## src/rtl/nnsb_pkg.sv

```systemverilog
// ----------------------------------------------------------------------------
// nnsb_pkg
// Shared types and constants for the nearest neighbor scaled blit.
// ----------------------------------------------------------------------------
`default_nettype none

package nnsb_pkg;

  // Fixed-point format of the source walk
  localparam int FRAC_BITS  = 16;
  localparam int SRC_DIM_W  = 7;
  localparam int DEST_DIM_W = 11;
  localparam int POS_W      = 12;
  localparam int STEP_W     = SRC_DIM_W + FRAC_BITS;
  localparam int ACC_W      = 24;
  localparam int SRC_INT_W  = ACC_W - FRAC_BITS;
  localparam int SIDX_W     = SRC_INT_W + SRC_DIM_W + 1;
  localparam int DIV_CNT_W  = $clog2(STEP_W + 1);

  // Port widths
  localparam int MODE_W      = 2;
  localparam int INDEX_W     = 12;
  localparam int COLOR_W     = 16;
  localparam int PIX_W       = 11;
  localparam int PIX_INDEX_W = 22;
  localparam int CFG_IDX_W   = 3;
  localparam int CFG_DATA_W  = 12;

  // Request queue between front and back
  localparam int QUEUE_DEPTH = 4;
  localparam int QUEUE_AW    = $clog2(QUEUE_DEPTH);
  localparam int QUEUE_CW    = $clog2(QUEUE_DEPTH + 1);

  // Input modes
  localparam logic [MODE_W-1:0] MODE_LOAD    = 2'd0;
  localparam logic [MODE_W-1:0] MODE_START   = 2'd1;
  localparam logic [MODE_W-1:0] MODE_ADVANCE = 2'd2;

  // Classified operations
  typedef logic [1:0] op_t;
  localparam op_t OP_LOAD    = 2'd0;
  localparam op_t OP_START   = 2'd1;
  localparam op_t OP_ADVANCE = 2'd2;
  localparam op_t OP_NONE    = 2'd3;

  // Configuration register indexes
  localparam logic [CFG_IDX_W-1:0] REG_DEST_LEFT = 3'd0;
  localparam logic [CFG_IDX_W-1:0] REG_DEST_TOP  = 3'd1;
  localparam logic [CFG_IDX_W-1:0] REG_DEST_COLS = 3'd2;
  localparam logic [CFG_IDX_W-1:0] REG_DEST_ROWS = 3'd3;
  localparam logic [CFG_IDX_W-1:0] REG_SRC_COLS  = 3'd4;
  localparam logic [CFG_IDX_W-1:0] REG_SRC_ROWS  = 3'd5;

  typedef struct packed {
    logic [POS_W-1:0]      dest_left;
    logic [POS_W-1:0]      dest_top;
    logic [DEST_DIM_W-1:0] dest_cols;
    logic [DEST_DIM_W-1:0] dest_rows;
    logic [SRC_DIM_W-1:0]  src_cols;
    logic [SRC_DIM_W-1:0]  src_rows;
  } cfg_t;

  typedef struct packed {
    op_t                op;
    logic [INDEX_W-1:0] index;
    logic [COLOR_W-1:0] color;
  } req_t;

endpackage

`default_nettype wire

```

## src/rtl/nnsb_queue.sv

```systemverilog
// ----------------------------------------------------------------------------
// nnsb_queue
// Short request queue that decouples the front from the back.
// ----------------------------------------------------------------------------
`default_nettype none

module nnsb_queue (
  input  wire             clk,
  input  wire             rst_n,
  input  wire             push,
  input  nnsb_pkg::req_t  push_req,
  output logic            full,
  input  wire             pop,
  output logic            head_valid,
  output nnsb_pkg::req_t  head_req
);
  import nnsb_pkg::*;

  req_t                entry_r [QUEUE_DEPTH];
  logic [QUEUE_AW-1:0] wr_ptr_r;
  logic [QUEUE_AW-1:0] rd_ptr_r;
  logic [QUEUE_CW-1:0] count_r;
  logic                do_push;
  logic                do_pop;

  assign full       = count_r == QUEUE_CW'(QUEUE_DEPTH);
  assign head_valid = count_r != '0;
  assign head_req   = entry_r[rd_ptr_r];
  assign do_push    = push && !full;
  assign do_pop     = pop && head_valid;

  // Store the incoming request
  always_ff @(posedge clk) begin
    if (do_push) begin
      entry_r[wr_ptr_r] <= push_req;
    end
  end

  // Advance pointers and occupancy
  always_ff @(posedge clk) begin
    if (!rst_n) begin
      wr_ptr_r <= '0;
      rd_ptr_r <= '0;
      count_r  <= '0;
    end else begin
      if (do_push) begin
        wr_ptr_r <= wr_ptr_r + 1'b1;
      end
      if (do_pop) begin
        rd_ptr_r <= rd_ptr_r + 1'b1;
      end
      if (do_push && !do_pop) begin
        count_r <= count_r + 1'b1;
      end else if (do_pop && !do_push) begin
        count_r <= count_r - 1'b1;
      end
    end
  end

endmodule

`default_nettype wire

```

## config.mk

```make
export PLATFORM = sky130hd
export DESIGN_NAME = nnsb_queue
export DESIGN_NICKNAME = d
export VERILOG_FILES = /design/src/rtl/nnsb_pkg.sv /design/src/rtl/nnsb_queue.sv
export SDC_FILE = /design/constraint.sdc
export NUM_CORES = 1
export LEC_CHECK = 0
export ABC_CLOCK_PERIOD_IN_PS = 6000
export BUFFER_PORTS_ARGS = -buffer_cell sky130_fd_sc_hd__buf_2
export CORE_AREA = 2 2 159 130
export CTS_CLUSTER_SIZE = 8
export DETAILED_ROUTE_END_ITERATION = 6
export DIE_AREA = 0 0 161 132
export GPL_ROUTABILITY_DRIVEN = 1
export MAX_ROUTING_LAYER = met4
export SYNTH_ARGS = -nofsm -noshare
export SYNTH_HDL_FRONTEND = slang
export SYNTH_SLANG_ARGS = --single-unit
```

## constraint.sdc

```tcl
create_clock -name clk -period 6 [get_ports clk]
set_input_delay 0 -clock clk [delete_from_list [all_inputs] [get_ports clk]]
set_output_delay 0 -clock clk [all_outputs]
set_load 0.01 [all_outputs]
```

==> metrics.log <==
[metrics] outcome: completed
[metrics] number of nets at the end of the flow: 352
[metrics] CP Data Arrival Time: 2.71 ns
[metrics] clock tree from TritonCTS: done
[metrics] Yosys reg bits: 129
[metrics] Total GRT Usage: 9.34%
[metrics] RSZ-0062 raised after global routing: no
[metrics] total grt overflow: 0
[metrics] cell breakdown of the critical path: nor3b_2 -> nor2b_1 -> ha_1 -> inv_1 -> fa_1 -> xor2_1 -> or3_1 -> a21boi_1
[metrics] post-route clock period utilization: 39.5%
[metrics] core area: 0.0196 mm^2
[metrics] classification of the worst setup path: flip-flop to flip-flop
[metrics] Max-Cap Viols: 0
[metrics] Final Hold Slack: 0.0495 ns
[metrics] Final Total Pwr: 2730 uW
[metrics] first-pass iteration count of the detailed router: 6
[metrics] vias after detailed routing: 2316
[metrics] Unique masters post-synth: 22
[metrics] number of synthesized flops with an enable pin: 120
[metrics] LEAKAGE: 0.00215 uW
[metrics] post-DP HPWL: 5760 um
[metrics] initial antenna violation count: 0
[metrics] count of synthesis-stage warnings from yosys: 0
[metrics] root buffer selected by CTS: clkbuf_16
[metrics] width of the chip: 161 um
[metrics] Antenna Cells: 0
[metrics] Total Negative Setup Slacks: 0 ns
[metrics] library cell occupying the most area in the post-synthesis netlist: edfxtp_1
[metrics] top-area cell type share of the netlist area: 74.8%
[metrics] first-pass GRT wire length: 14000 um
[metrics] worst slew pin tran: 0.830 ns
[metrics] Top Family by Delay on Critical Path: simple AND/OR/NAND/NOR gates
[metrics] Max-slew headroom: 44.7%
[metrics] via/cell ratio: 3.93
[metrics] fin crit period: 2.37 ns
[metrics] via count of the first global-routing pass: 2507
[metrics] number of cell rows: 46
[metrics] largest net degree at the start of global routing: 31
[metrics] routed wire length: 8960 um
[metrics] most frequent cell after synthesis: edfxtp_1
[metrics] final setup vio count: 0
[metrics] number of port buffers: 65
[metrics] die boundary height: 132 um
[metrics] asr flop ratio synth: 0%
[metrics] count of clock tree sinks: 129
[metrics] required time reported for the critical path endpoint: 6.34 ns
[metrics] TritonCTS buffer count: 17
[metrics] number of I/O pins: 66
[metrics] drt first-iter violations: 174
[metrics] routability congestion estimate from global placement: 0.689
[metrics] Worst path max stage delay: 0.49 ns
[metrics] Initial Util: 24.6%
[metrics] share of the core filled with cells: 32.3%
[metrics] Max stage delay cell, worst path: dfxtp_1
[metrics] remaining routing DRC violations: 0
[metrics] worst hold-check path type: input pin to flip-flop
[metrics] critical path launch point type: flip-flop
[metrics] maximum vdd drop: 0.000199 V
[metrics] final worst clock skew: 0.0118 ns
[metrics] highest clock frequency the design can meet: 422 MHz
[metrics] maximum fanout along the worst path: 7
[metrics] final routed wire length divided by cell count: 15.2 um
[metrics] source-to-sink clock delay at the later pin of the worst-skew pair: 0.41 ns
[metrics] count of nets left with antenna violations after detail routing: 0
[metrics] Die ar.: 0.0213 mm^2
[metrics] mean instance size in the synthesized netlist: 23.6 um^2
[metrics] power density of the placed cells: 431 mW/mm^2
[metrics] count of endpoints failing hold in the final timing report: 0
[metrics] area of the mapped netlist: 0.00482 mm^2
[metrics] Area Growth Syn to Fin: 31.3%
[metrics] count of buffer and inverter cells on the critical path: 1
[metrics] Synth Flop Type: edfxtp_1
[metrics] synthesized netlist net count: 244
[metrics] htree depth: 4
[metrics] synth top area cells: edfxtp_1 75%, mux4_2 14%, dfxtp_1 3.7%, ha_1 1.3%, and2_1 1.0%
[metrics] Commonest cells post-synth: 120 x edfxtp_1, 30 x mux4_2, 9 x dfxtp_1
[metrics] share of cells above drive strength 1: 41.2%
[metrics] post-CTS clock slew at the launch and capture registers of the worst setup and hold paths: 0.06 ns
[metrics] count of final max-slew check failures: 0
[metrics] synthesized instance count: 204
[metrics] Longest Clk Path Bufs: 2
[metrics] Seq/Total Area, Yosys: 78.5%
[metrics] kind of end point of the critical path: flip-flop
worst register-to-register path: cells and delay by family (launching register included):
kind	cells	cell delay (ns)
AND/OR/NAND/NOR	3	0.80
adder cells (fa/ha/maj)	2	0.66
XOR/XNOR	1	0.16
buffers and inverters	1	0.07
flip-flops	1	0.49
AO/OA/AOI/OAI	1	0.13
registers in the layout (all words and copies together), names as in the netlist, named ones only:
signal,count
rd_ptr_r,2
count_r,3
entry_r,120
wr_ptr_r,2
metal layers:
layer | GRT usage (%) | wire length [um] | vias up | part of all wire (%)
met5 | - | 0 | - | 0
met3 | 3.74 | 486 | 9 | 5.4
met2 | 14.1 | 4310 | 67 | 48
li1 | - | - | 1062 | -
met1 | 11.3 | 4090 | 1178 | 46
met4 | 3.42 | 76 | 0 | 0.85
logic make-up after synthesis:
family / synth area share [%]
DFF: 78.5
muxes: 14.6
and+or+nand+nor: 2.15
buffers and inverters: 1.56
adders and majority gates: 1.71
AOI/OAI and AO/OA: 0.701
xor gates and xnor gates: 0.727
where the power goes:
part | total, uW | switching [uW] | internal [uW]
logic | 572 | 285 | 287
registers | 1150 | 51.8 | 1100
clock network | 1010 | 357 | 649
final timing paths:
check / startpoint / endpoint / slack [ns] / cells past startpoint
worst max register to register: count_r[0] / count_r[2] / 3.63 / 8
worst min register to register: wr_ptr_r[1] / wr_ptr_r[1] / 0.50 / 2
worst max-delay path: count_r[0] / count_r[2] / 3.63 / 8
worst min-delay path: pop / flip-flop / 0.05 / 4
layout by cell type (no fill, tap or decap), types with 2 or more instances in the layout:
master         count
edfxtp_1         120
buf_2             65
dlygate4sd3_1     31
mux4_2            30
clkbuf_16         17
dfxtp_1            7
ha_1               5
and2_2             4
and2_1             4
nand2_1            4
inv_1              3
xnor2_1            3
mux2i_1            3
clkinv_1           3
clkinv_2           3
bufinv_16          3
nor2b_1            2
dfxtp_2            2
inv_6              2
clkinvlp_4         2
clkinv_4           2
stage by stage:
| step | std cells | setup WS [ns] | area [um^2] |
|---|---|---|---|
| 2_1_floorplan | 204 | 3.97 | 4820 |
| 3_3_place_gp | 526 | 3.79 | 5430 |
| 3_5_place_dp | 526 | 3.60 | 5430 |
| 4_1_cts | 589 | 3.59 | 6330 |
| 5_1_grt | 589 | 3.43 | 6330 |
| 6_report | 589 | 3.63 | 6330 |
layout make-up:
type / instances / area [um^2]
Sequential cell: 129 / 3790
Timing Repair Buffer: 97 / 643
Tap cell: 264 / 330
Multi-Input combinational cell: 64 / 966
Clock buffer: 17 / 425
Inverter: 3 / 11.3
Fill cell: 1892 / 13200
Clock inverter: 15 / 166
what timing repair did:
item                                   CTS  global route
hold buffers                            31             0
endpoints found under the hold margin  129             0
gates resized for setup                  0             0
setup buffers                            0             0
setup endpoints to repair                0             0
Note: power is estimated with default switching activity, not from simulation.
